$ cat src/aie_pkg.sv
`timescale 1ns / 1ps
`default_nettype none
// ----------------------------------------------------------------------------
// aie_pkg
// Shared types and opcode constants for the accumulator instruction executor.
// ----------------------------------------------------------------------------
package aie_pkg;

  localparam int DATA_W    = 16;
  localparam int OP_W      = 5;
  localparam int IDX_IN_W  = 3;
  localparam int DIV_STEPS = 16;
  localparam int DIV_CNT_W = $clog2(DIV_STEPS);

  localparam logic [OP_W-1:0] OP_HALT = 5'd0;
  localparam logic [OP_W-1:0] OP_SET  = 5'd1;
  localparam logic [OP_W-1:0] OP_ADD  = 5'd2;
  localparam logic [OP_W-1:0] OP_SUB  = 5'd3;
  localparam logic [OP_W-1:0] OP_MUL  = 5'd4;
  localparam logic [OP_W-1:0] OP_DIV  = 5'd5;
  localparam logic [OP_W-1:0] OP_AND  = 5'd6;
  localparam logic [OP_W-1:0] OP_OR   = 5'd7;
  localparam logic [OP_W-1:0] OP_XOR  = 5'd8;
  localparam logic [OP_W-1:0] OP_SHL  = 5'd9;
  localparam logic [OP_W-1:0] OP_SHR  = 5'd10;
  localparam logic [OP_W-1:0] OP_MOD  = 5'd11;
  localparam logic [OP_W-1:0] OP_JMP  = 5'd12;
  localparam logic [OP_W-1:0] OP_JE   = 5'd13;
  localparam logic [OP_W-1:0] OP_JNE  = 5'd14;
  localparam logic [OP_W-1:0] OP_JGEZ = 5'd15;
  localparam logic [OP_W-1:0] OP_CMP  = 5'd16;

  localparam logic [DATA_W-1:0] ALL_ONES = 16'hFFFF;
  localparam logic [DATA_W-1:0] PC_STEP  = 16'd2;

  typedef struct packed {
    logic [OP_W-1:0]     opcode;
    logic [IDX_IN_W-1:0] reg_index;
    logic [DATA_W-1:0]   operand;
  } in_word_t;

  typedef struct packed {
    logic [DATA_W-1:0] next_pc;
    logic [DATA_W-1:0] reg_value;
    logic              zero_flag;
    logic              halted;
    logic              div_by_zero;
  } out_word_t;

  typedef struct packed {
    logic              start;
    logic [DATA_W-1:0] dividend;
    logic [DATA_W-1:0] divisor;
  } div_ctrl_t;

  typedef struct packed {
    logic              busy;
    logic              done;
    logic [DATA_W-1:0] quotient;
    logic [DATA_W-1:0] remainder;
  } div_stat_t;

  typedef enum logic [1:0] {
    ST_IDLE,
    ST_EXEC,
    ST_DIV,
    ST_OUT
  } state_t;

endpackage

`default_nettype wire

$ cat src/aie_divider.sv
`timescale 1ns / 1ps
`default_nettype none
// ----------------------------------------------------------------------------
// aie_divider
// Restoring unsigned divider, one quotient bit per cycle.
// ----------------------------------------------------------------------------
module aie_divider (
  input  wire                     clk,
  input  wire                     rst_n,
  input  wire aie_pkg::div_ctrl_t ctrl,
  output aie_pkg::div_stat_t      stat
);

  logic                             busy_r, busy_nxt;
  logic                             done_r, done_nxt;
  logic [aie_pkg::DIV_CNT_W-1:0]    cnt_r, cnt_nxt;
  logic [aie_pkg::DATA_W-1:0]       rem_r, rem_nxt;
  logic [aie_pkg::DATA_W-1:0]       quo_r, quo_nxt;
  logic [aie_pkg::DATA_W-1:0]       dsr_r, dsr_nxt;
  logic [aie_pkg::DATA_W:0]         shifted;
  logic [aie_pkg::DATA_W:0]         trial;

  assign shifted = {rem_r, quo_r[aie_pkg::DATA_W-1]};
  assign trial   = shifted - {1'b0, dsr_r};

  always_comb begin
    busy_nxt = busy_r;
    done_nxt = 1'b0;
    cnt_nxt  = cnt_r;
    rem_nxt  = rem_r;
    quo_nxt  = quo_r;
    dsr_nxt  = dsr_r;
    if (ctrl.start) begin
      busy_nxt = 1'b1;
      cnt_nxt  = '0;
      rem_nxt  = '0;
      quo_nxt  = ctrl.dividend;
      dsr_nxt  = ctrl.divisor;
    end else if (busy_r) begin
      if (!trial[aie_pkg::DATA_W]) begin
        rem_nxt = trial[aie_pkg::DATA_W-1:0];
        quo_nxt = {quo_r[aie_pkg::DATA_W-2:0], 1'b1};
      end else begin
        rem_nxt = shifted[aie_pkg::DATA_W-1:0];
        quo_nxt = {quo_r[aie_pkg::DATA_W-2:0], 1'b0};
      end
      cnt_nxt = cnt_r + 1'b1;
      if (cnt_r == aie_pkg::DIV_CNT_W'(aie_pkg::DIV_STEPS - 1)) begin
        busy_nxt = 1'b0;
        done_nxt = 1'b1;
      end
    end
  end

  always_ff @(posedge clk) begin
    if (!rst_n) begin
      busy_r <= 1'b0;
      done_r <= 1'b0;
      cnt_r  <= '0;
    end else begin
      busy_r <= busy_nxt;
      done_r <= done_nxt;
      cnt_r  <= cnt_nxt;
    end
  end

  always_ff @(posedge clk) begin
    rem_r <= rem_nxt;
    quo_r <= quo_nxt;
    dsr_r <= dsr_nxt;
  end

  assign stat.busy      = busy_r;
  assign stat.done      = done_r;
  assign stat.quotient  = quo_r;
  assign stat.remainder = rem_r;

endmodule

`default_nettype wire

$ cat src/accumulator_instruction_execute.sv
`timescale 1ns / 1ps
`default_nettype none
// ----------------------------------------------------------------------------
// accumulator_instruction_execute
// Executes one decoded instruction per input word against a register file,
// program counter, zero flag and running flag; reports the state afterwards.
// ----------------------------------------------------------------------------
//  channel  | direction | handshake              | payload
//  in_      | input     | in_valid / in_stall    | in_word  (opcode, reg_index, operand)
//  out_     | output    | out_valid / out_stall  | out_word (next_pc, reg_value, flags)
//
// One word at a time: accept, execute, present result.
// div and mod with a nonzero divisor, while running, also pass through the 16-step divider.
// in_stall is high from acceptance until the result word has been taken.
// Synchronous active-low reset clears registers, PC to START_ADDRESS, running on.
// ----------------------------------------------------------------------------
module accumulator_instruction_execute #(
  parameter int NUM_REGS      = 8,
  parameter int START_ADDRESS = 0
) (
  input  wire                     clk,
  input  wire                     rst_n,
  input  wire                     in_valid,
  output logic                    in_stall,
  input  wire aie_pkg::in_word_t  in_word,
  output logic                    out_valid,
  input  wire                     out_stall,
  output aie_pkg::out_word_t      out_word
);

  localparam int IDX_W = (NUM_REGS > 1) ? $clog2(NUM_REGS) : 1;
  localparam int EXT_W = 5;

  aie_pkg::state_t   state_r, state_nxt;
  aie_pkg::in_word_t item_r;
  aie_pkg::out_word_t out_r;
  aie_pkg::div_ctrl_t div_ctrl;
  aie_pkg::div_stat_t div_stat;

  logic [aie_pkg::DATA_W-1:0] regs_r [NUM_REGS];
  logic [aie_pkg::DATA_W-1:0] pc_r, pc_nxt;
  logic                       zero_r, zero_nxt;
  logic                       running_r, running_nxt;

  logic [EXT_W-1:0]           idx_ext;
  logic [IDX_W-1:0]           idx;
  logic                       in_range;
  logic [aie_pkg::DATA_W-1:0] r_val, v_val, pc2;
  logic [aie_pkg::DATA_W-1:0] res;
  logic [2*aie_pkg::DATA_W-1:0] prod;
  logic                       writes, step2, dbz, need_div, commit, accept;
  logic [aie_pkg::DATA_W-1:0] reg_out;

  assign idx_ext  = EXT_W'(item_r.reg_index);
  assign idx      = idx_ext[IDX_W-1:0];
  assign in_range = idx_ext < EXT_W'(NUM_REGS);
  assign r_val    = in_range ? regs_r[idx] : '0;
  assign v_val    = item_r.operand;
  assign pc2      = pc_r + aie_pkg::PC_STEP;
  assign prod     = r_val * v_val;
  assign accept   = in_valid && !in_stall;

  assign need_div = running_r && (v_val != '0) &&
                    ((item_r.opcode == aie_pkg::OP_DIV) ||
                     (item_r.opcode == aie_pkg::OP_MOD));
  assign commit   = ((state_r == aie_pkg::ST_EXEC) && !need_div) ||
                    ((state_r == aie_pkg::ST_DIV) && div_stat.done);

  always_comb begin
    res         = r_val;
    writes      = 1'b0;
    step2       = 1'b1;
    dbz         = 1'b0;
    pc_nxt      = pc_r;
    zero_nxt    = zero_r;
    running_nxt = running_r;
    if (running_r) begin
      case (item_r.opcode)
        aie_pkg::OP_HALT: begin
          running_nxt = 1'b0;
          step2       = 1'b0;
        end
        aie_pkg::OP_SET: begin res = v_val;           writes = 1'b1; end
        aie_pkg::OP_ADD: begin res = r_val + v_val;   writes = 1'b1; end
        aie_pkg::OP_SUB: begin res = r_val - v_val;   writes = 1'b1; end
        aie_pkg::OP_MUL: begin res = prod[aie_pkg::DATA_W-1:0]; writes = 1'b1; end
        aie_pkg::OP_DIV: begin
          writes = 1'b1;
          if (v_val == '0) begin
            res = aie_pkg::ALL_ONES;
            dbz = 1'b1;
          end else begin
            res = div_stat.quotient;
          end
        end
        aie_pkg::OP_MOD: begin
          writes = 1'b1;
          if (v_val == '0) begin
            res = r_val;
            dbz = 1'b1;
          end else begin
            res = div_stat.remainder;
          end
        end
        aie_pkg::OP_AND: begin res = r_val & v_val; writes = 1'b1; end
        aie_pkg::OP_OR:  begin res = r_val | v_val; writes = 1'b1; end
        aie_pkg::OP_XOR: begin res = r_val ^ v_val; writes = 1'b1; end
        aie_pkg::OP_SHL: begin
          res    = (v_val[aie_pkg::DATA_W-1:4] != '0) ? '0 : (r_val << v_val[3:0]);
          writes = 1'b1;
        end
        aie_pkg::OP_SHR: begin
          res    = (v_val[aie_pkg::DATA_W-1:4] != '0) ? '0 : (r_val >> v_val[3:0]);
          writes = 1'b1;
        end
        aie_pkg::OP_JMP: begin pc_nxt = v_val; step2 = 1'b0; end
        aie_pkg::OP_JE: begin
          if (zero_r) begin pc_nxt = v_val; step2 = 1'b0; end
        end
        aie_pkg::OP_JNE: begin
          if (!zero_r) begin pc_nxt = v_val; step2 = 1'b0; end
        end
        aie_pkg::OP_JGEZ: begin
          if (!r_val[aie_pkg::DATA_W-1]) begin pc_nxt = v_val; step2 = 1'b0; end
        end
        aie_pkg::OP_CMP: zero_nxt = (r_val == v_val);
        default: step2 = 1'b0;
      endcase
      if (step2) begin
        pc_nxt = pc2;
      end
    end
  end

  assign reg_out = !in_range ? '0 : (writes ? res : r_val);

  // next state
  always_comb begin
    state_nxt = state_r;
    case (state_r)
      aie_pkg::ST_IDLE: if (accept) state_nxt = aie_pkg::ST_EXEC;
      aie_pkg::ST_EXEC: state_nxt = need_div ? aie_pkg::ST_DIV : aie_pkg::ST_OUT;
      aie_pkg::ST_DIV:  if (div_stat.done) state_nxt = aie_pkg::ST_OUT;
      aie_pkg::ST_OUT:  if (!out_stall) state_nxt = aie_pkg::ST_IDLE;
      default:          state_nxt = aie_pkg::ST_IDLE;
    endcase
  end

  // outputs
  always_comb begin
    in_stall          = 1'b1;
    out_valid         = 1'b0;
    div_ctrl.start    = 1'b0;
    div_ctrl.dividend = r_val;
    div_ctrl.divisor  = v_val;
    case (state_r)
      aie_pkg::ST_IDLE: in_stall = 1'b0;
      aie_pkg::ST_EXEC: div_ctrl.start = need_div;
      aie_pkg::ST_DIV:  ;
      aie_pkg::ST_OUT:  out_valid = 1'b1;
      default:          in_stall = 1'b1;
    endcase
  end

  aie_divider u_div (
    .clk   (clk),
    .rst_n (rst_n),
    .ctrl  (div_ctrl),
    .stat  (div_stat)
  );

  always_ff @(posedge clk) begin
    if (!rst_n) begin
      state_r   <= aie_pkg::ST_IDLE;
      pc_r      <= aie_pkg::DATA_W'(START_ADDRESS);
      zero_r    <= 1'b0;
      running_r <= 1'b1;
      for (int i = 0; i < NUM_REGS; i++) begin
        regs_r[i] <= '0;
      end
    end else begin
      state_r <= state_nxt;
      if (commit) begin
        pc_r      <= pc_nxt;
        zero_r    <= zero_nxt;
        running_r <= running_nxt;
        if (writes && in_range) begin
          regs_r[idx] <= res;
        end
      end
    end
  end

  always_ff @(posedge clk) begin
    if (accept) begin
      item_r <= in_word;
    end
    if (commit) begin
      out_r.next_pc     <= pc_nxt;
      out_r.reg_value   <= reg_out;
      out_r.zero_flag   <= zero_nxt;
      out_r.halted      <= !running_nxt;
      out_r.div_by_zero <= dbz;
    end
  end

  assign out_word = out_r;

`ifndef SYNTHESIS
  a_one_in_flight: assert property (@(posedge clk) disable iff (!rst_n)
    out_valid |-> in_stall)
    else $error("input accepted while result pending");

  a_div_done_in_div: assert property (@(posedge clk) disable iff (!rst_n)
    div_stat.done |-> (state_r == aie_pkg::ST_DIV))
    else $error("divider finished outside divide state");

  a_commit_shows: assert property (@(posedge clk) disable iff (!rst_n)
    commit |=> out_valid)
    else $error("committed result not presented");

  a_halt_sticks: assert property (@(posedge clk) disable iff (!rst_n)
    !running_r |=> !running_r)
    else $error("running flag set again after halt");
`endif

endmodule

`default_nettype wire
$ cat config.mk
export PLATFORM = sky130hd
export DESIGN_NAME = accumulator_instruction_execute
export DESIGN_NICKNAME = d
export VERILOG_FILES = /design/src/aie_pkg.sv /design/src/aie_divider.sv /design/src/accumulator_instruction_execute.sv
export SDC_FILE = /design/constraint.sdc
export NUM_CORES = 1
export LEC_CHECK = 0
export BUFFER_PORTS_ARGS = -buffer_cell sky130_fd_sc_hd__buf_2
export CAP_MARGIN = 20
export CELL_PAD_IN_SITES_DETAIL_PLACEMENT = 0
export CELL_PAD_IN_SITES_GLOBAL_PLACEMENT = 1
export CORE_MARGIN = 10
export CORE_UTILIZATION = 30
export DETAILED_ROUTE_END_ITERATION = 8
export PLACE_DENSITY_LB_ADDON = 0.1
export SLEW_MARGIN = 5
export SYNTH_ARGS = -nofsm -noshare
export SYNTH_HDL_FRONTEND = slang
export SYNTH_SLANG_ARGS = --single-unit
$ cat constraint.sdc
create_clock -name clk -period 15.23 [get_ports clk]
set_input_delay 0.7615 -clock clk [delete_from_list [all_inputs] [get_ports clk]]
set_output_delay 0.7615 -clock clk [all_outputs]
set_load 0.01 [all_outputs]
==> results.txt <==
----------------------------------------------------
[Yosys]
  Synthesized flop and latch total ... between 200 and 300
  Sequential element share of the synthesized area ... 0.359
  Distinct cell type count of the synthesized netlist ... approximately 110
  Avg Cell Area, Syn ... between 9 and 10 um^2
  Post-synth top flop ... sky130_fd_sc_hd__edfxtp_1
  Number of enable flip-flop cells after synthesis ... roughly 220
  Top cells by count, synth ... 306 x sky130_fd_sc_hd__nor2_1, 219 x sky130_fd_sc_hd__edfxtp_1, 196 x sky130_fd_sc_hd__inv_1, 191 x sky130_fd_sc_hd__nand2_1, 152 x sky130_fd_sc_hd__o21ai_0
  Mapped cell area ... 0.0208 mm^2
  Cell accounting for the most synthesized area ... sky130_fd_sc_hd__edfxtp_1
  Synthesized instance count ... between 2000 and 2500
  Fraction of synthesized cell area taken by the top area cell type ... 0.316
  Count of synthesis-stage warnings from yosys ... 0
  Most frequent cell after synthesis ... sky130_fd_sc_hd__nor2_1
  Post-Syn Nets ... approximately 2400
  Largest cells by area after synthesis ... sky130_fd_sc_hd__edfxtp_1 32%, sky130_fd_sc_hd__fa_1 7.9%, sky130_fd_sc_hd__ha_1 7.5%
  Fraction of registers with async set/reset ... 0

[Job]
  Max-cap violations ... 0

[Floorplan]
  Core Rows ... between 90 and 100
  Top Ports ... 65
  Overall die area ... 0.0803 mm^2
  Core Box Area ... 0.0687 mm^2
  Effective utilization at floorplan ... 0.303
  Die width ... approximately 280 um
  Floorplan die height ... about 280 um

[Worst hold path]
  Path category of the worst min-delay check ... in2reg
  WHS Path Cells ... 1

[Clocking]
  Post-CTS setup-driven buffer insertion count ... 0
  Post_cts resized ... 0
  CTS max path bufs ... 3
  CTS clock-pin slew for the worst setup and hold paths ... 0.06 ns
  Hold buffers post-CTS ... 0
  Number of H-tree branching levels ... 1
  Insertion delay of the later-clocked pin in the worst-skew pair ... between 0.6 and 0.7 ns
  Total CTS buffers ... 31
  Clock tree from TritonCTS ... done
  Count of clock tree sinks ... around 260
  Clock Root Buffer ... sky130_fd_sc_hd__clkbuf_16

[Cells and area]
  Final Core Density ... 0.335
  Number of diodes ... 0
  Proportion of layout cells with a drive suffix above 1 ... 0.132
  Layout filler cell count ... around 7200
  Fin nets ... approximately 2400
  Final std cells w/o fill ... approximately 3100
  Area Growth Syn to Fin ... 10.4%

[Setup path]
  Arrival time at the worst endpoint ... 8.98 ns
  Critical path startpoint category ... flop
  Depth of the most critical reg-to-reg path ... 23
  Capturing element type of the critical path ... flop
  Critical Path Sink ... regs_r[3][14]$_SDFFCE_PN0P_
  Register-to-register path setup slack ... around 6.6 ns
  Startpoint-to-endpoint class of the critical path ... reg2reg
  Required time at the endpoint of the critical path ... around 16 ns
  Critical-path maximum fanout ... 16
  Worst r2r dst ... regs_r[3][14]$_SDFFCE_PN0P_

[Global route]
  Vias in the first global route ... around 17000
  Sum of overflow across all layers after global routing ... 0
  Number of antenna violations at the first check in global routing ... 3
  Largest net degree at the start of global routing ... 45
  Global-route wire length before repair ... ~120000 um
  Global-route total usage across every layer ... 0.200

[STA]
  Setup violations, final ... 0
  Pins Over Slew Limit ... 0
  Accumulated negative setup slack ... 0 ns
  Period Utilization, post-route ... 0.569
  Min Tclk post-route ... a little under 9 ns
  Worst-case hold slack ... roughly 0.32 ns
  Setup repair after global routing missed its margin ... no
  Slew @ Worst Pin ... around 1.1 ns
  Worst Skew ... approximately 0.029 ns
  Fmax ... approximately 120 MHz
  Tightest slew margin relative to the limit ... 0.295
  Final count of hold timing violations ... 0

[Route]
  DRT Pass-1 Iters ... 9
  Number of routed nets with antenna violations ... 0
  Post-detailed-routing wire length ... 83200 um
  Vias after detailed routing ... approximately 17000
  Avg Vias per Cell ... 5.44
  Number of remaining DRC errors ... 1
  Drt initial violations ... 1567
  Average wire per cell in the routed design ... roughly 27 um

[Placed design]
  Number of buffer cells added on primary ports ... 64
  HPWL Detailed ... 58900 um
  Gp weighted congestion ... 0.918
  Placed Instances ... roughly 3000

[Outcome]
  Run status ... finished with violations
  Failing checks ... DRC

----------------------------------------------------
placed cells by master (no fill, tap or decap), types with 32 or more instances in the layout:
cell	netlist	final
sky130_fd_sc_hd__buf_4	10	65
sky130_fd_sc_hd__fa_1	82	82
sky130_fd_sc_hd__a21oi_1	76	76
sky130_fd_sc_hd__ha_1	124	124
sky130_fd_sc_hd__nand3_1	32	32
sky130_fd_sc_hd__mux2i_1	36	35
sky130_fd_sc_hd__nor2_1	306	306
sky130_fd_sc_hd__buf_2	10	64
sky130_fd_sc_hd__xnor2_1	44	44
sky130_fd_sc_hd__o21ai_0	152	152
sky130_fd_sc_hd__dfxtp_1	45	44
sky130_fd_sc_hd__inv_1	196	196
sky130_fd_sc_hd__nand2_1	191	191
sky130_fd_sc_hd__edfxtp_1	219	219
per-layer routing:
layer / GRT usage / vias up / wire [um]
li1: - / 7616 / -
met1: 0.263 / 8558 / 36500
met2: 0.334 / 589 / 39100
met3: 0.0252 / 123 / 4480
met4: 0.0725 / 0 / 3130
met5: 0 / - / 0
worst max-delay path: stages, from the launching register on:
cell and delay [ns]:
sky130_fd_sc_hd__dfxtp_2 0.72, sky130_fd_sc_hd__mux4_1 0.70, sky130_fd_sc_hd__mux2i_4 0.61, sky130_fd_sc_hd__inv_2 0.41
sky130_fd_sc_hd__ha_1 0.41, sky130_fd_sc_hd__xnor2_1 0.17, sky130_fd_sc_hd__ha_1 0.20, sky130_fd_sc_hd__a31oi_1 0.20
sky130_fd_sc_hd__fa_1 0.48, sky130_fd_sc_hd__fa_1 0.50, sky130_fd_sc_hd__fa_1 0.55, sky130_fd_sc_hd__inv_1 0.05
sky130_fd_sc_hd__fa_1 0.48, sky130_fd_sc_hd__inv_1 0.05, sky130_fd_sc_hd__fa_1 0.47, sky130_fd_sc_hd__inv_1 0.07
sky130_fd_sc_hd__ha_1 0.35, sky130_fd_sc_hd__and2_1 0.18, sky130_fd_sc_hd__a31o_2 0.22, sky130_fd_sc_hd__o31ai_1 0.35
sky130_fd_sc_hd__a2111o_1 0.20, sky130_fd_sc_hd__o21ai_0 0.28, sky130_fd_sc_hd__o32ai_4 0.59, sky130_fd_sc_hd__nor2_1 0.10
per-stage QoR:
stage               worst slack (ns)  cell area, um^2
global placement                6.55            22000
CTS                             6.52            23000
global route                    6.23            23000
detailed placement              6.53            22000
floorplan                       8.41            20800
finish                          6.57            23000
cell type report:
cell class	count	area, um^2	area share
sequential	264	7480	0.325
inverter	213	802	0.0349
timing repair buffer	129	808	0.0352
multi-input combinational	1510	11700	0.511
clock buffer	37	798	0.0347
clock inverter	21	193	0.00838
tap	931	1160	0.0507
registers in the layout, indices dropped and copies added, names as in the netlist, 2 cells and up, named ones only:
register and flops:
v_val 16, pc_r 16, out_word 35, idx 3
u_div.dsr_r 16, state_r 2, item_r 5, u_div.rem_r 16
u_div.cnt_r 4, u_div.quo_r 16, regs_r 128
worst min path at each step:
stage | from | to | slack, ns
after floorplan | pc_r[0]$_SDFFE_PN0N_ | pc_r[0]$_SDFFE_PN0N_ | 0.45
after global placement | pc_r[0]$_SDFFE_PN0N_ | pc_r[0]$_SDFFE_PN0N_ | 0.48
after detailed placement | pc_r[0]$_SDFFE_PN0N_ | pc_r[0]$_SDFFE_PN0N_ | 0.49
after CTS | in_word[3] | v_val[3]$_DFFE_PP_ | 0.29
after global routing | in_word[1] | v_val[1]$_DFFE_PP_ | 0.29
final | in_word[0] | v_val[0]$_DFFE_PP_ | 0.32
cell families (layout without fill, tap and decap cells):
| family | after synthesis | in the layout | synth area share |
|---|---|---|---|
| simple gates | 679 | 679 | 0.145 |
| xor+xnor | 56 | 56 | 0.0253 |
| fa+ha+maj | 206 | 206 | 0.153 |
| mux | 101 | 101 | 0.0812 |
| flops | 264 | 264 | 0.359 |
| buf+inv | 354 | 400 | 0.0780 |
| compound gates | 468 | 468 | 0.158 |
Power is not shown: default switching activity piles up to over one toggle a cycle in this logic, so the estimate is an artifact.
